===== src/rtl/ear_pkg.sv =====
// Shared constants, codes and types of the energy anchor refiner.
`default_nettype none

package ear_pkg;

    // store geometry
    localparam int MAX_SAMPLES = 4096;
    localparam int ADDR_W      = $clog2(MAX_SAMPLES);
    localparam int CNT_W       = ADDR_W + 1;

    // port widths
    localparam int SAMPLE_W  = 16;
    localparam int POS_W     = 13;
    localparam int OUT_W     = 12;
    localparam int MODE_W    = 2;
    localparam int STATUS_W  = 2;
    localparam int HW_W      = 10;
    localparam int CFG_IDX_W = 1;

    // internal position width: covers count, span fields and pos + stride
    localparam int IDX_W = ((CNT_W > POS_W) ? CNT_W : POS_W) + 1;

    // energy arithmetic
    localparam int LEN_W  = HW_W + 1;
    localparam int SQ_W   = 2 * SAMPLE_W - 1;
    localparam int SUM_W  = SQ_W + LEN_W - 1;
    localparam int PROD_W = SUM_W + LEN_W;

    // mode codes
    localparam logic [MODE_W-1:0] MODE_APPEND = 2'd0;
    localparam logic [MODE_W-1:0] MODE_CLEAR  = 2'd1;
    localparam logic [MODE_W-1:0] MODE_QUERY  = 2'd2;

    // status codes
    localparam logic [STATUS_W-1:0] ST_REFINED = 2'd0;
    localparam logic [STATUS_W-1:0] ST_INVALID = 2'd1;
    localparam logic [STATUS_W-1:0] ST_ZERO    = 2'd2;

    // register indexes
    localparam logic [CFG_IDX_W-1:0] REG_HALF_WINDOW = 1'd0;
    localparam logic [CFG_IDX_W-1:0] REG_SCAN_STRIDE = 1'd1;

    localparam logic [HW_W-1:0] HALF_WINDOW_RST = 10'd120;
    localparam logic [HW_W-1:0] SCAN_STRIDE_RST = 10'd48;

    // compare kinds
    localparam logic KIND_GREATER = 1'b0;
    localparam logic KIND_BELOW   = 1'b1;

    typedef enum logic [3:0] {
        S_IDLE,
        S_QCHK,
        S_PK_ISSUE,
        S_PK_WAIT,
        S_PK_END,
        S_BK_CHK,
        S_BK_WAIT,
        S_FW_INIT,
        S_FW_CHK,
        S_FW_WAIT,
        S_OUT
    } ear_state_t;

    typedef enum logic [2:0] {
        U_IDLE,
        U_RUN,
        U_DRAIN,
        U_MUL_A,
        U_MUL_B,
        U_CMP
    } ear_ustate_t;

    typedef struct packed {
        logic              start;
        logic              peak_clr;
        logic              kind;
        logic [ADDR_W-1:0] lo;
        logic [LEN_W-1:0]  len;
    } ear_cmd_t;

    typedef struct packed {
        logic done;
        logic hit;
        logic peak_zero;
    } ear_stat_t;

endpackage

`default_nettype wire


===== src/rtl/ear_energy.sv =====
// Shared energy unit: window sum of squares, then cross-multiplied compare against the peak.
`default_nettype none

module ear_energy
    import ear_pkg::*;
(
    input  wire logic                       clk,
    input  wire logic                       rst_n,
    input  wire ear_cmd_t                   cmd,
    output logic [ADDR_W-1:0]               rd_addr,
    input  wire logic signed [SAMPLE_W-1:0] rd_data,
    output ear_stat_t                       stat
);

    ear_ustate_t ustate_reg, ustate_next;

    logic [ADDR_W-1:0] addr_reg;
    logic [LEN_W-1:0]  left_reg;
    logic              rv_reg;
    logic              sqv_reg;
    logic [SQ_W-1:0]   sq_reg;
    logic [SUM_W-1:0]  sum_reg;
    logic [LEN_W-1:0]  len_reg;
    logic              kind_reg;
    logic [SUM_W-1:0]  peak_sum_reg;
    logic [LEN_W-1:0]  peak_len_reg;
    logic [PROD_W-1:0] p1_reg;
    logic [PROD_W-1:0] p2_reg;
    logic              done_reg;
    logic              hit_reg;

    logic signed [2*SAMPLE_W-1:0] sq_full;
    logic [SUM_W-1:0]             mul_a;
    logic [LEN_W-1:0]             mul_b;
    logic [PROD_W-1:0]            prod;
    logic                         gt;
    logic                         below;
    logic                         cmp_hit;

    assign sq_full = rd_data * rd_data;

    // one multiplier: cur_sum * peak_len, then peak_sum * cur_len
    assign mul_a = (ustate_reg == U_MUL_A) ? sum_reg : peak_sum_reg;
    assign mul_b = (ustate_reg == U_MUL_A) ? peak_len_reg : len_reg;
    assign prod  = {{LEN_W{1'b0}}, mul_a} * {{SUM_W{1'b0}}, mul_b};

    assign gt      = p1_reg > p2_reg;
    assign below   = {p1_reg, 2'b00} < {2'b00, p2_reg};
    assign cmp_hit = (kind_reg == KIND_GREATER) ? gt : below;

    always_ff @(posedge clk or negedge rst_n)
    begin
        if (!rst_n)
        begin
            ustate_reg <= U_IDLE;
            rv_reg     <= 1'b0;
            sqv_reg    <= 1'b0;
            done_reg   <= 1'b0;
        end
        else
        begin
            ustate_reg <= ustate_next;
            rv_reg     <= (ustate_reg == U_RUN);
            sqv_reg    <= rv_reg;
            done_reg   <= (ustate_reg == U_CMP);
        end
    end

    always_comb
    begin
        ustate_next = ustate_reg;
        unique case (ustate_reg)
            U_IDLE:
            begin
                if (cmd.start)
                begin
                    ustate_next = (cmd.len == '0) ? U_MUL_A : U_RUN;
                end
            end
            U_RUN:
            begin
                if (left_reg == LEN_W'(1))
                begin
                    ustate_next = U_DRAIN;
                end
            end
            U_DRAIN:
            begin
                if (!rv_reg && !sqv_reg)
                begin
                    ustate_next = U_MUL_A;
                end
            end
            U_MUL_A: ustate_next = U_MUL_B;
            U_MUL_B: ustate_next = U_CMP;
            U_CMP:   ustate_next = U_IDLE;
            default: ustate_next = U_IDLE;
        endcase
    end

    always_ff @(posedge clk)
    begin
        sq_reg <= sq_full[SQ_W-1:0];

        if (ustate_reg == U_IDLE && cmd.start)
        begin
            addr_reg <= cmd.lo;
            left_reg <= cmd.len;
            kind_reg <= cmd.kind;
            sum_reg  <= '0;
            len_reg  <= (cmd.len == '0) ? LEN_W'(1) : cmd.len;
        end
        else
        begin
            if (ustate_reg == U_RUN)
            begin
                addr_reg <= addr_reg + ADDR_W'(1);
                left_reg <= left_reg - LEN_W'(1);
            end
            if (sqv_reg)
            begin
                sum_reg <= sum_reg + SUM_W'(sq_reg);
            end
        end

        if (ustate_reg == U_MUL_A)
        begin
            p1_reg <= prod;
        end
        if (ustate_reg == U_MUL_B)
        begin
            p2_reg <= prod;
        end
        if (ustate_reg == U_CMP)
        begin
            hit_reg <= cmp_hit;
        end

        if (cmd.peak_clr)
        begin
            peak_sum_reg <= '0;
            peak_len_reg <= LEN_W'(1);
        end
        else if (ustate_reg == U_CMP && kind_reg == KIND_GREATER && gt)
        begin
            peak_sum_reg <= sum_reg;
            peak_len_reg <= len_reg;
        end
    end

    assign rd_addr        = addr_reg;
    assign stat.done      = done_reg;
    assign stat.hit       = hit_reg;
    assign stat.peak_zero = (peak_sum_reg == '0);

endmodule

`default_nettype wire


===== config.mk =====
export PLATFORM = sky130hd
export DESIGN_NAME = ear_energy
export DESIGN_NICKNAME = d
export VERILOG_FILES = /design/src/rtl/ear_pkg.sv /design/src/rtl/ear_energy.sv
export SDC_FILE = /design/constraint.sdc
export NUM_CORES = 2
export LEC_CHECK = 0
export BUFFER_PORTS_ARGS = -buffer_cell sky130_fd_sc_hd__buf_4
export CORE_MARGIN = 1.5
export CORE_UTILIZATION = 35
export DETAILED_ROUTE_END_ITERATION = 7
export REMOVE_ABC_BUFFERS = 1
export SLEW_MARGIN = 30
export SYNTH_ARGS = -nofsm -noshare
export SYNTH_HDL_FRONTEND = slang
export SYNTH_SLANG_ARGS = --single-unit
export TNS_END_PERCENT = 30

===== constraint.sdc =====
create_clock -name clk -period 9.4 [get_ports clk]
set_input_delay 1.41 -clock clk [delete_from_list [all_inputs] [get_ports clk]]
set_output_delay 1.41 -clock clk [all_outputs]
set_load 0.02 [all_outputs]

==> results.json <==
{
  "rr_worst_depth": 23,
  "synth.largest_area_cell": "fa_1",
  "start_util_pct": 35.27,
  "gr-usage-met3_pct": 1.370,
  "rows": 118,
  "grt_use_met2_pct": 26.34,
  "final_antenna_net_count": 0,
  "synth_area_leaders": "fa_1 32%, edfxtp_1 12%, ha_1 11%",
  "finClkSkew_ns": 0.02013,
  "synth_simple_gate_area_share_pct": 15.51,
  "cts_root_buf": "clkbuf_16",
  "sw_frac_of_total_pct": 47.97,
  "crit_required_ns": 9.75,
  "synth_top_family_by_area": "adder cells",
  "dp_hpwl_mm": 69.68,
  "min_path_type": "reg2reg",
  "syn_to_final_growth_pct": 8.038,
  "drc_errors": 0,
  "whs_ns": 0.4436,
  "ys_types": 73,
  "p_leak_nw": 18.65,
  "netlist_instances": 3960,
  "finalSetupViolations": 0,
  "grt_pass1_vias": 26390,
  "coreArea_sq_um": 103500,
  "cts_setup_buffers": 0,
  "slew_headroom_pct": 32.60,
  "dr.pass1.iters": 5,
  "synthTopCellsByCount": "723 x inv_1, 583 x fa_1, 583 x nand2_1",
  "fp.dieH_um": 326.0,
  "finalHoldViolCount": 0,
  "endpoint": "p2_reg[50]$_DFFE_PP_",
  "cts_hold_buffers": 0,
  "power_frac_comb_pct": 73.3,
  "tightest_slew_ns": 1.009,
  "worstSetupPathType": "reg2reg",
  "clock_latency_ns": 0.59,
  "ir_worst_vdd_mv": 0.2680,
  "port-buffer-count": 58,
  "grt_antenna_before_repair": 0,
  "critical_path.max_fanout": 92,
  "status": "complete, no violations",
  "drv_slew": 0,
  "clockBufferDepth": 3,
  "vias_per_cell": 4.792,
  "clockPowerShare_pct": 9.8,
  "ys_async_sr_fraction_pct": 2.230,
  "ioPinCount": 59,
  "ys_warn_count": 0,
  "grt_pass1_wl_mm": 139.3,
  "rsz0062_at_grt": "no",
  "p_sw_mw": 5.992,
  "place_congestion": 0.8991,
  "cp-startpoint": "ustate_reg[1]$_DFFE_PN0P_",
  "ff2ff_setup_slack_ns": 1.54,
  "post_drt_wl_per_cell_um": 15.81,
  "cts_buffers": 29,
  "netlist.area_leader.share_pct": 31.97,
  "r2r_start": "ustate_reg[1]$_DFFE_PN0P_",
  "min_period_ns": 7.858,
  "cts_tree": "done",
  "p_int_mw": 6.498,
  "vias": 25590,
  "top_usage_layer": "met2",
  "drt_iter0_drc": 1495,
  "ys_seq_area_share_pct": 18.67,
  "wirelength_mm": 84.46,
  "r2r-end": "p2_reg[50]$_DFFE_PP_",
  "die-area_sq_um": 106200,
  "overflow": 0,
  "synth-seq-cells": 269,
  "syn_area_sq_um": 36500,
  "critPathArrivalTime_ns": 8.21,
  "pre_cts_ws_ns": 1.571,
  "synthXorXnorAreaFrac_pct": 3.095,
  "start_kind": "flop",
  "power_density_nw_per_um2": 316.7,
  "use_met1_pct": 22.67,
  "cp-end-kind": "flop",
  "path_clk_slew_ns": 0.06,
  "clkSinkCount": 269,
  "htreeDepth": 1,
  "grtUsageTotal_pct": 15.95,
  "synth_mux_area_share_pct": 3.044,
  "max_freq_mhz": 127.3,
  "utilization_pct": 38.11,
  "synth_compound_area_share_pct": 8.223,
  "p_seq_share_pct": 17.0,
  "ctsResizeCount": 0,
  "synth_fa_ha_area_share_pct": 42.50,
  "drive_above_1_share_pct": 4.318,
  "synthFlopType": "edfxtp_1",
  "grt_max_degree": 105,
  "finalCritPeriodShare_pct": 83.60,
  "fin_nets": 4872,
  "synth_edf_count": 140,
  "yosysMostFrequentCell": "inv_1",
  "fill_cells": 10340,
  "layout_setup_ws_ns": 1.542,
  "drv_cap": 0,
  "postSynthAreaPerCell_sq_um": 9.218,
  "die_width_um": 326.0
}
[cell type report]
class,count,area [sq um],area share [%]
multi-input cells,2824,26460,67.09
flip-flops and latches,269,6818,17.29
inverters,725,2724,6.907
well taps,1380,1727,4.378
clock buffers,34,764.5,1.938
repair buffers,89,693.2,1.758
clock inverters,19,249.0,0.6313
diodes,1,2.502,0.006345
[cell usage in the layout, fill, tap and decap left out, drive strengths merged, types with 8 or more instances in the layout]
cell type and instances:
inv 728, nand2 583, fa 583, ha 307
nor2 248, edfxtp 140, a21oi 130, nand2b 128
dfxtp 123, mux2i 111, o21ai 91, a21o 90
xnor2 90, and2 89, buf 89, xor2 39
nand3 34, clkbuf 34, nand4 33, and3 22
o21a 19, o21bai 19, nor3 19, nor2b 18
nor4 18, a31oi 18, a211oi 15, o211ai 15
or3 13, and4 9, clkinv 9, nor3b 8
[worst max-delay path: stages (launching register included)]
cell and delay [ns]:
dfrtp_1 0.48, nand3b_1 0.24, buf_12 0.38, mux2i_1 0.72, nor2_1 0.14, fa_1 0.56, inv_1 0.05, fa_1 0.47
inv_1 0.06, fa_1 0.51, fa_1 0.54, inv_1 0.05, fa_1 0.52, inv_1 0.04, ha_1 0.38, nand4_1 0.11
nor3_1 0.05, nand3b_1 0.24, o21ai_0 0.50, a21oi_1 0.21, nor4_1 0.42, o21bai_1 0.24, or3b_1 0.41, o311ai_0 0.13
[worst min path at each step]
| stage | endpoint | slack (ns) | start | depth (start not counted) |
|---|---|---|---|---|
| 2_1_floorplan | sqv_reg$_DFF_PN0_ | 0.40 | rv_reg$_DFF_PN0_ | 0 |
| 3_3_place_gp | sqv_reg$_DFF_PN0_ | 0.42 | rv_reg$_DFF_PN0_ | 0 |
| 3_5_place_dp | sqv_reg$_DFF_PN0_ | 0.42 | rv_reg$_DFF_PN0_ | 0 |
| 4_1_cts | sqv_reg$_DFF_PN0_ | 0.43 | rv_reg$_DFF_PN0_ | 0 |
| 5_1_grt | sqv_reg$_DFF_PN0_ | 0.48 | rv_reg$_DFF_PN0_ | 0 |
| 6_report | sqv_reg$_DFF_PN0_ | 0.44 | rv_reg$_DFF_PN0_ | 0 |
[kinds of logic after synthesis]
| family | count (synthesis) |
|---|---|
| xor+xnor | 129 |
| simple gates | 1239 |
| compound gates | 455 |
| fa+ha+maj | 890 |
| flops | 269 |
| mux | 111 |
| buf+inv | 867 |
[per-stage QoR]
step	cell area, sq um	power (mW)	TNS (ns)	cells
3_5_place_dp	38420	11.36	0	5287
3_3_place_gp	38420	11.23	0	5287
5_1_grt	39440	13.96	0	5340
4_1_cts	39440	12.63	0	5340
2_1_floorplan	35950	9.274	-180.76	3818
6_report	39440	12.49	0	5341
[power by group through the flow]
stage | Combinational [mW] | Sequential [mW] | Clock [mW]
2_1_floorplan | 7.17 | 2.10 | 0
3_3_place_gp | 9.09 | 2.14 | 0
3_5_place_dp | 9.22 | 2.14 | 0
4_1_cts | 9.26 | 2.12 | 1.26
5_1_grt | 10.5 | 2.16 | 1.30
6_report | 9.15 | 2.12 | 1.22
[routing by layer]
metal  wire length (um)  part of all wire [%]
met1              40450                    48
met2              38530                    46
met3               3717                   4.4
met4               1761                   2.1
met5                  0                     0
No activity file was read; power rests on OpenSTA's default activity.
