File: config.mk
export PLATFORM = sky130hd
export DESIGN_NAME = ear_seq
export DESIGN_NICKNAME = d
export VERILOG_FILES = /design/src/rtl/ear_pkg.sv /design/src/rtl/ear_seq.sv
export SDC_FILE = /design/constraint.sdc
export NUM_CORES = 1
export LEC_CHECK = 0
export BUFFER_PORTS_ARGS = -buffer_cell sky130_fd_sc_hd__buf_2
export CORE_MARGIN = 2
export CORE_UTILIZATION = 40
export DETAILED_ROUTE_END_ITERATION = 16
export SYNTH_ARGS = -nofsm -noshare
export SYNTH_HDL_FRONTEND = slang
export SYNTH_SLANG_ARGS = --single-unit
File: constraint.sdc
create_clock -name clk -period 7.3 [get_ports clk]
set_input_delay 1.095 -clock clk [delete_from_list [all_inputs] [get_ports clk]]
set_output_delay 1.095 -clock clk [all_outputs]
set_load 0.05 [all_outputs]
File: src/rtl/ear_pkg.sv
// Shared constants, codes and types of the energy anchor refiner.
`default_nettype none

package ear_pkg;

    // store geometry
    localparam int MAX_SAMPLES = 4096;
    localparam int ADDR_W      = $clog2(MAX_SAMPLES);
    localparam int CNT_W       = ADDR_W + 1;

    // port widths
    localparam int SAMPLE_W  = 16;
    localparam int POS_W     = 13;
    localparam int OUT_W     = 12;
    localparam int MODE_W    = 2;
    localparam int STATUS_W  = 2;
    localparam int HW_W      = 10;
    localparam int CFG_IDX_W = 1;

    // internal position width: covers count, span fields and pos + stride
    localparam int IDX_W = ((CNT_W > POS_W) ? CNT_W : POS_W) + 1;

    // energy arithmetic
    localparam int LEN_W  = HW_W + 1;
    localparam int SQ_W   = 2 * SAMPLE_W - 1;
    localparam int SUM_W  = SQ_W + LEN_W - 1;
    localparam int PROD_W = SUM_W + LEN_W;

    // mode codes
    localparam logic [MODE_W-1:0] MODE_APPEND = 2'd0;
    localparam logic [MODE_W-1:0] MODE_CLEAR  = 2'd1;
    localparam logic [MODE_W-1:0] MODE_QUERY  = 2'd2;

    // status codes
    localparam logic [STATUS_W-1:0] ST_REFINED = 2'd0;
    localparam logic [STATUS_W-1:0] ST_INVALID = 2'd1;
    localparam logic [STATUS_W-1:0] ST_ZERO    = 2'd2;

    // register indexes
    localparam logic [CFG_IDX_W-1:0] REG_HALF_WINDOW = 1'd0;
    localparam logic [CFG_IDX_W-1:0] REG_SCAN_STRIDE = 1'd1;

    localparam logic [HW_W-1:0] HALF_WINDOW_RST = 10'd120;
    localparam logic [HW_W-1:0] SCAN_STRIDE_RST = 10'd48;

    // compare kinds
    localparam logic KIND_GREATER = 1'b0;
    localparam logic KIND_BELOW   = 1'b1;

    typedef enum logic [3:0] {
        S_IDLE,
        S_QCHK,
        S_PK_ISSUE,
        S_PK_WAIT,
        S_PK_END,
        S_BK_CHK,
        S_BK_WAIT,
        S_FW_INIT,
        S_FW_CHK,
        S_FW_WAIT,
        S_OUT
    } ear_state_t;

    typedef enum logic [2:0] {
        U_IDLE,
        U_RUN,
        U_DRAIN,
        U_MUL_A,
        U_MUL_B,
        U_CMP
    } ear_ustate_t;

    typedef struct packed {
        logic              start;
        logic              peak_clr;
        logic              kind;
        logic [ADDR_W-1:0] lo;
        logic [LEN_W-1:0]  len;
    } ear_cmd_t;

    typedef struct packed {
        logic done;
        logic hit;
        logic peak_zero;
    } ear_stat_t;

endpackage

`default_nettype wire

File: src/rtl/ear_seq.sv
// Sequencer: store fill, span scans for peak and half-level crossings, result register.
`default_nettype none

module ear_seq
    import ear_pkg::*;
(
    input  wire logic                       clk,
    input  wire logic                       rst_n,
    input  wire logic                       in_valid,
    output logic                            in_ready,
    input  wire logic [MODE_W-1:0]          mode,
    input  wire logic [POS_W-1:0]           span_start,
    input  wire logic [POS_W-1:0]           span_end,
    input  wire logic [HW_W-1:0]            half_window,
    input  wire logic [HW_W-1:0]            scan_stride,
    output logic                            out_valid,
    input  wire logic                       out_ready,
    output logic [STATUS_W-1:0]             status,
    output logic [OUT_W-1:0]                nucleus_pos,
    output logic [OUT_W-1:0]                attack_end_pos,
    output logic [OUT_W-1:0]                coda_start_pos,
    output logic                            store_we,
    output logic [ADDR_W-1:0]               store_waddr,
    output ear_cmd_t                        cmd,
    input  wire ear_stat_t                  stat
);

    ear_state_t state_reg, state_next;

    logic [CNT_W-1:0]    count_reg,      count_next;
    logic                out_valid_reg,  out_valid_next;
    logic [IDX_W-1:0]    start_reg,      start_next;
    logic [IDX_W-1:0]    end_reg,        end_next;
    logic [IDX_W-1:0]    stride_reg,     stride_next;
    logic [IDX_W-1:0]    pos_reg,        pos_next;
    logic [IDX_W-1:0]    peak_pos_reg,   peak_pos_next;
    logic [IDX_W-1:0]    attack_reg,     attack_next;
    logic [IDX_W-1:0]    coda_reg,       coda_next;
    logic [STATUS_W-1:0] res_status_reg, res_status_next;
    logic [STATUS_W-1:0] out_status_reg, out_status_next;
    logic [OUT_W-1:0]    out_nuc_reg,    out_nuc_next;
    logic [OUT_W-1:0]    out_att_reg,    out_att_next;
    logic [OUT_W-1:0]    out_coda_reg,   out_coda_next;

    logic             accept;
    logic             out_free;
    logic [IDX_W-1:0] hw_x;
    logic [IDX_W-1:0] cnt_x;
    logic [IDX_W-1:0] lo_x;
    logic [IDX_W-1:0] hi_raw;
    logic [IDX_W-1:0] hi_x;
    logic [IDX_W-1:0] len_x;
    logic [IDX_W-1:0] pos_fwd;

    assign in_ready = (state_reg == S_IDLE);
    assign accept   = in_valid && in_ready;
    assign out_free = !out_valid_reg || out_ready;

    // window of the current position, clipped to the filled part of the store
    assign hw_x    = IDX_W'(half_window);
    assign cnt_x   = IDX_W'(count_reg);
    assign lo_x    = (pos_reg > hw_x) ? pos_reg - hw_x : '0;
    assign hi_raw  = pos_reg + hw_x;
    assign hi_x    = (hi_raw > cnt_x) ? cnt_x : hi_raw;
    assign len_x   = (hi_x > lo_x) ? hi_x - lo_x : '0;
    assign pos_fwd = pos_reg + stride_reg;

    assign store_we    = accept && (mode == MODE_APPEND) && (count_reg < CNT_W'(MAX_SAMPLES));
    assign store_waddr = count_reg[ADDR_W-1:0];

    always_ff @(posedge clk or negedge rst_n)
    begin
        if (!rst_n)
        begin
            state_reg     <= S_IDLE;
            count_reg     <= '0;
            out_valid_reg <= 1'b0;
        end
        else
        begin
            state_reg     <= state_next;
            count_reg     <= count_next;
            out_valid_reg <= out_valid_next;
        end
    end

    always_ff @(posedge clk)
    begin
        start_reg      <= start_next;
        end_reg        <= end_next;
        stride_reg     <= stride_next;
        pos_reg        <= pos_next;
        peak_pos_reg   <= peak_pos_next;
        attack_reg     <= attack_next;
        coda_reg       <= coda_next;
        res_status_reg <= res_status_next;
        out_status_reg <= out_status_next;
        out_nuc_reg    <= out_nuc_next;
        out_att_reg    <= out_att_next;
        out_coda_reg   <= out_coda_next;
    end

    always_comb
    begin
        state_next      = state_reg;
        count_next      = count_reg;
        out_valid_next  = out_valid_reg && !out_ready;
        start_next      = start_reg;
        end_next        = end_reg;
        stride_next     = stride_reg;
        pos_next        = pos_reg;
        peak_pos_next   = peak_pos_reg;
        attack_next     = attack_reg;
        coda_next       = coda_reg;
        res_status_next = res_status_reg;
        out_status_next = out_status_reg;
        out_nuc_next    = out_nuc_reg;
        out_att_next    = out_att_reg;
        out_coda_next   = out_coda_reg;

        cmd.start    = 1'b0;
        cmd.peak_clr = 1'b0;
        cmd.kind     = KIND_GREATER;
        cmd.lo       = lo_x[ADDR_W-1:0];
        cmd.len      = len_x[LEN_W-1:0];

        unique case (state_reg)
            S_IDLE:
            begin
                if (accept)
                begin
                    if (store_we)
                    begin
                        count_next = count_reg + CNT_W'(1);
                    end
                    if (mode == MODE_CLEAR)
                    begin
                        count_next = '0;
                    end
                    if (mode == MODE_QUERY)
                    begin
                        start_next  = IDX_W'(span_start);
                        end_next    = IDX_W'(span_end);
                        stride_next = (scan_stride == '0) ? IDX_W'(1) : IDX_W'(scan_stride);
                        state_next  = S_QCHK;
                    end
                end
            end
            S_QCHK:
            begin
                if (end_reg <= start_reg || end_reg > cnt_x)
                begin
                    res_status_next = ST_INVALID;
                    state_next      = S_OUT;
                end
                else
                begin
                    cmd.peak_clr  = 1'b1;
                    pos_next      = start_reg;
                    peak_pos_next = start_reg;
                    state_next    = S_PK_ISSUE;
                end
            end
            S_PK_ISSUE:
            begin
                cmd.start  = 1'b1;
                cmd.kind   = KIND_GREATER;
                state_next = S_PK_WAIT;
            end
            S_PK_WAIT:
            begin
                if (stat.done)
                begin
                    if (stat.hit)
                    begin
                        peak_pos_next = pos_reg;
                    end
                    if (pos_fwd < end_reg)
                    begin
                        pos_next   = pos_fwd;
                        state_next = S_PK_ISSUE;
                    end
                    else
                    begin
                        state_next = S_PK_END;
                    end
                end
            end
            S_PK_END:
            begin
                if (stat.peak_zero)
                begin
                    res_status_next = ST_ZERO;
                    state_next      = S_OUT;
                end
                else
                begin
                    res_status_next = ST_REFINED;
                    pos_next        = peak_pos_reg;
                    attack_next     = peak_pos_reg;
                    coda_next       = peak_pos_reg;
                    state_next      = S_BK_CHK;
                end
            end
            S_BK_CHK:
            begin
                if (pos_reg > start_reg)
                begin
                    cmd.start  = 1'b1;
                    cmd.kind   = KIND_BELOW;
                    state_next = S_BK_WAIT;
                end
                else
                begin
                    state_next = S_FW_INIT;
                end
            end
            S_BK_WAIT:
            begin
                if (stat.done)
                begin
                    if (stat.hit)
                    begin
                        attack_next = pos_reg;
                        state_next  = S_FW_INIT;
                    end
                    else if (pos_reg < stride_reg)
                    begin
                        state_next = S_FW_INIT;
                    end
                    else
                    begin
                        pos_next   = pos_reg - stride_reg;
                        state_next = S_BK_CHK;
                    end
                end
            end
            S_FW_INIT:
            begin
                pos_next   = peak_pos_reg;
                state_next = S_FW_CHK;
            end
            S_FW_CHK:
            begin
                if (pos_reg < end_reg)
                begin
                    cmd.start  = 1'b1;
                    cmd.kind   = KIND_BELOW;
                    state_next = S_FW_WAIT;
                end
                else
                begin
                    state_next = S_OUT;
                end
            end
            S_FW_WAIT:
            begin
                if (stat.done)
                begin
                    if (stat.hit)
                    begin
                        coda_next  = pos_reg;
                        state_next = S_OUT;
                    end
                    else
                    begin
                        pos_next   = pos_fwd;
                        state_next = S_FW_CHK;
                    end
                end
            end
            S_OUT:
            begin
                if (out_free)
                begin
                    out_valid_next  = 1'b1;
                    out_status_next = res_status_reg;
                    if (res_status_reg == ST_REFINED)
                    begin
                        out_nuc_next  = peak_pos_reg[OUT_W-1:0];
                        out_att_next  = attack_reg[OUT_W-1:0];
                        out_coda_next = coda_reg[OUT_W-1:0];
                    end
                    else
                    begin
                        out_nuc_next  = '0;
                        out_att_next  = '0;
                        out_coda_next = '0;
                    end
                    state_next = S_IDLE;
                end
            end
            default:
            begin
                state_next = S_IDLE;
            end
        endcase
    end

    assign out_valid      = out_valid_reg;
    assign status         = out_status_reg;
    assign nucleus_pos    = out_nuc_reg;
    assign attack_end_pos = out_att_reg;
    assign coda_start_pos = out_coda_reg;

`ifndef NO_ASSERTIONS
    a_count_bound: assert property (@(posedge clk) disable iff (!rst_n)
        count_reg <= CNT_W'(MAX_SAMPLES))
        else $error("sample count beyond capacity");

    a_done_in_wait: assert property (@(posedge clk) disable iff (!rst_n)
        stat.done |-> (state_reg == S_PK_WAIT || state_reg == S_BK_WAIT
                       || state_reg == S_FW_WAIT))
        else $error("energy unit finished outside a wait state");

    a_result_load: assert property (@(posedge clk) disable iff (!rst_n)
        (state_reg == S_OUT && out_free) |=> (out_valid_reg && state_reg == S_IDLE))
        else $error("result not loaded");

    a_no_write_busy: assert property (@(posedge clk) disable iff (!rst_n)
        store_we |-> (state_reg == S_IDLE && count_reg < CNT_W'(MAX_SAMPLES)))
        else $error("store written while busy or full");
`endif

endmodule

`default_nettype wire

==> impl_metrics.xml <==
<?xml version="1.0" encoding="UTF-8"?>
<metrics>
  <group name="worst_setup_path">
    <metric name="crit_path_end_kind" unit="">output pin</metric>
    <metric name="regToRegEndpoint" unit="">pos_reg[6]$_DFFE_PP_</metric>
    <metric name="critical_path_required" unit="ps">6200</metric>
    <metric name="max_stage_delay" unit="ps">470</metric>
    <metric name="crit_path_top_delay_cell" unit="">sky130_fd_sc_hd__or4b_4</metric>
    <metric name="r2r_setup_slack" unit="ps">2440</metric>
    <metric name="worst_endpoint_data_arrival_time" unit="ps">6310</metric>
    <metric name="rr_startpoint" unit="">pos_reg[6]$_DFFE_PP_</metric>
    <metric name="cp_max_fo" unit="">5</metric>
    <metric name="worstSetupStartpointType" unit="">primary input</metric>
    <metric name="cpLargestDelayFamily" unit="">compound AO/OA/AOI/OAI gates</metric>
    <metric name="worst_r2r_path_depth" unit="">15</metric>
    <metric name="cp_num_buf_inv" unit="">5</metric>
    <metric name="worst_setup_path_type" unit="">primary input to output pin</metric>
  </group>
  <group name="cts">
    <metric name="htreeDepth" unit="">4</metric>
    <metric name="cts_root_buf" unit="">sky130_fd_sc_hd__clkbuf_16</metric>
    <metric name="post_cts_hold_buffer_count" unit="">0</metric>
    <metric name="clock_insertion_delay_worst_skew" unit="ps">440</metric>
    <metric name="clock-sinks" unit="">146</metric>
    <metric name="numCtsBuffers" unit="">17</metric>
    <metric name="clock_tree_from_tritoncts" unit="">yes</metric>
    <metric name="register_clock_pin_slew_on_the_reported_worst_setup_and_hold_paths" unit="ps">80</metric>
    <metric name="clock_path_buffers" unit="">2</metric>
  </group>
  <group name="synth">
    <metric name="yosys.cell_types.count" unit="">93</metric>
    <metric name="synth_seq_area_share" unit="%">38.4</metric>
    <metric name="synthesis_warning_total" unit="">0</metric>
    <metric name="synth_most_common_cell" unit="">sky130_fd_sc_hd__ha_1</metric>
    <metric name="dominantRegCellSynth" unit="">sky130_fd_sc_hd__edfxtp_1</metric>
    <metric name="synth_top_area_share" unit="%">34.4</metric>
    <metric name="netlist_instances" unit="">1164</metric>
    <metric name="synth_top_cells_by_area" unit="">sky130_fd_sc_hd__edfxtp_1, sky130_fd_sc_hd__ha_1, sky130_fd_sc_hd__nand2_1</metric>
    <metric name="synthArstFlopShare" unit="%">12.3</metric>
    <metric name="synth_common_cells" unit="">sky130_fd_sc_hd__ha_1, sky130_fd_sc_hd__nand2_1, sky130_fd_sc_hd__edfxtp_1</metric>
    <metric name="postSynthNetCount" unit="">1355</metric>
    <metric name="synth_seq_cells" unit="">146</metric>
    <metric name="syn_area_per_cell" unit="sq um">9.60</metric>
    <metric name="synthesis.area" unit="sq mm">0.0112</metric>
    <metric name="synth-edff-count" unit="">128</metric>
    <metric name="synth_area_leader_cell" unit="">sky130_fd_sc_hd__edfxtp_1</metric>
  </group>
  <group name="placement">
    <metric name="io_buffers" unit="">133</metric>
    <metric name="post-place-ws" unit="ps">-419</metric>
    <metric name="dpl.hpwl" unit="mm">24.6</metric>
    <metric name="placed_area" unit="sq mm">0.0125</metric>
    <metric name="globalplace.congestion" unit="">0.890</metric>
  </group>
  <group name="final_layout">
    <metric name="insertedDiodeCount" unit="">0</metric>
    <metric name="layout-area-overhead-vs-synth" unit="%">21.1</metric>
    <metric name="post-route-cell-area" unit="sq mm">0.0135</metric>
    <metric name="share_of_layout_cells_above_drive_strength_1" unit="%">23.2</metric>
    <metric name="finalNetCount" unit="">1512</metric>
  </group>
  <group name="sta">
    <metric name="worst-slew-pin-transition" unit="ps">1230</metric>
    <metric name="clock-skew-final" unit="ps">16.4</metric>
    <metric name="max_freq" unit="MHz">135</metric>
    <metric name="grt_setup_unrepaired" unit="">true</metric>
    <metric name="slew_viol_final" unit="">0</metric>
    <metric name="finalWorstPathRequiredPeriod" unit="ps">7410</metric>
    <metric name="hold_viol" unit="">0</metric>
    <metric name="setup_viol" unit="">11</metric>
    <metric name="setup_ws" unit="ps">-110</metric>
    <metric name="max-slew-margin-rel" unit="%">17.8</metric>
    <metric name="final_period_utilization" unit="%">102</metric>
  </group>
  <group name="min_path">
    <metric name="hold_path.startpoint" unit="">res_status_reg[0]$_SDFFCE_PN1P_</metric>
    <metric name="min_path_cells" unit="">0</metric>
    <metric name="holdPathEnd" unit="">status[0]$_DFFE_PP_</metric>
    <metric name="timing.hold.worst.class" unit="">flop to flop</metric>
  </group>
  <group name="routing">
    <metric name="drt_iter0_drc" unit="">771</metric>
    <metric name="ant_nets" unit="">0</metric>
    <metric name="detail_route.vias_per_cell" unit="">5.36</metric>
    <metric name="firstDrtPassIters" unit="">6</metric>
    <metric name="avgRoutedWirePerCell" unit="microns">18.7</metric>
    <metric name="postRouteWirelength" unit="mm">32.0</metric>
    <metric name="detailroute.via_count" unit="">9172</metric>
    <metric name="drc_violation_count_after_routing" unit="">0</metric>
  </group>
  <group name="global_route">
    <metric name="grt_first_pass_wirelength" unit="mm">48.5</metric>
    <metric name="antenna_found_initial" unit="">0</metric>
    <metric name="grt-ovfl-total" unit="">0</metric>
    <metric name="gr-usage-all-layers" unit="%">21.8</metric>
    <metric name="first_global_vias" unit="">8768</metric>
    <metric name="grt_max_degree" unit="">39</metric>
  </group>
  <group name="die">
    <metric name="core_rows" unit="">61</metric>
    <metric name="fp.dieH" unit="microns">171</metric>
    <metric name="fp.dieArea" unit="sq mm">0.0293</metric>
    <metric name="core_area" unit="sq mm">0.0276</metric>
    <metric name="floorplan.die.width" unit="microns">171</metric>
    <metric name="floorplan.io_pins" unit="">134</metric>
    <metric name="initial_core_utilization" unit="%">40.4</metric>
  </group>
  <group name="run">
    <metric name="drv_cap" unit="">0</metric>
  </group>
  <group name="run_status">
    <metric name="failing_checks" unit="">setup timing</metric>
    <metric name="status" unit="">finished with violations</metric>
  </group>
</metrics>
==> how the worst max path moves through the flow <==
stage,startpoint,slack [ps],end,cells after the start
floorplan,half_window[0],-30,cmd[10],27
global placement,half_window[0],-180,cmd[2],27
detailed placement,half_window[0],-420,cmd[2],27
CTS,half_window[0],-130,cmd[9],29
global route,half_window[0],-310,cmd[3],29
finish,half_window[0],-110,cmd[3],28
==> layout make-up <==
type / instances / area, sq um
clock inverter: 15 / 180
inverter: 86 / 323
timing repair buffer: 208 / 1350
multi-input combinational: 862 / 6490
fill: 2604 / 14100
tap: 378 / 473
clock buffer: 17 / 425
sequential: 146 / 4290
==> worst register-to-register path, stage by stage, from the launching register on <==
cell,delay (ps)
sky130_fd_sc_hd__edfxtp_1,490
sky130_fd_sc_hd__buf_4,240
sky130_fd_sc_hd__ha_1,410
sky130_fd_sc_hd__inv_2,90
sky130_fd_sc_hd__a2111oi_4,460
sky130_fd_sc_hd__nand3_2,210
sky130_fd_sc_hd__a21oi_1,270
sky130_fd_sc_hd__o31ai_1,110
sky130_fd_sc_hd__xnor2_1,260
sky130_fd_sc_hd__ha_1,290
sky130_fd_sc_hd__a211oi_1,290
sky130_fd_sc_hd__o2111ai_1,210
sky130_fd_sc_hd__a31oi_1,430
sky130_fd_sc_hd__nand2_1,130
sky130_fd_sc_hd__a2111oi_2,370
sky130_fd_sc_hd__buf_4,290
==> stage by stage <==
step,hold WS (ps),util (%),instances,TNS (ps)
floorplan,427,-,1164,-221
global placement,433,45.2,1665,-1950
detailed placement,438,45.2,1665,-4460
CTS,465,48.4,1705,-1270
global route,465,49.0,1712,-3320
finish,464,49.0,1712,-1120
==> what timing repair did <==
| action | 4_1_cts | 5_1_grt |
|---|---|---|
| cloned | 1 | 0 |
| setup buffers | 7 | 8 |
| setup endpoints to repair | 11 | 11 |
| pin swaps | 16 | 19 |
| gates resized for setup | 55 | 19 |
==> metal layers <==
layer  track usage (%)  routed length (microns)
met1              30.6                    14800
met2              34.5                    14500
met3              3.56                     2120
met4              6.34                      643
met5                 0                        0
==> kinds of logic (layout without fill, tap and decap cells) <==
kind of cell	Yosys count	in the layout	share of synthesized area, %
AOI/OAI and AO/OA	250	250	15.3
muxes	16	16	1.89
other	1	1	0.0336
buffers and inverters	156	326	5.89
DFF	146	146	38.4
and+or+nand+nor	399	399	18.1
xor gates and xnor gates	59	59	4.69
adders and majority gates	137	137	15.7
==> cell usage in the layout (no fill, tap or decap), types with 17 or more instances in the layout <==
| cell | count |
|---|---|
| sky130_fd_sc_hd__ha_1 | 125 |
| sky130_fd_sc_hd__a21o_1 | 22 |
| sky130_fd_sc_hd__nand2_1 | 130 |
| sky130_fd_sc_hd__a21oi_1 | 63 |
| sky130_fd_sc_hd__nor2_1 | 63 |
| sky130_fd_sc_hd__inv_1 | 80 |
| sky130_fd_sc_hd__xnor2_1 | 44 |
| sky130_fd_sc_hd__clkbuf_16 | 18 |
| sky130_fd_sc_hd__buf_2 | 121 |
| sky130_fd_sc_hd__edfxtp_1 | 128 |
| sky130_fd_sc_hd__dfrtp_1 | 18 |
| sky130_fd_sc_hd__nor3_1 | 18 |
| sky130_fd_sc_hd__buf_4 | 72 |
| sky130_fd_sc_hd__o21ai_0 | 44 |
| sky130_fd_sc_hd__and2_1 | 48 |
| sky130_fd_sc_hd__nor2b_1 | 25 |
| sky130_fd_sc_hd__nand4_1 | 17 |
| sky130_fd_sc_hd__nand3_1 | 17 |
Power is not shown: default switching activity piles up to over one toggle a cycle in this logic, so the estimate is an artifact.
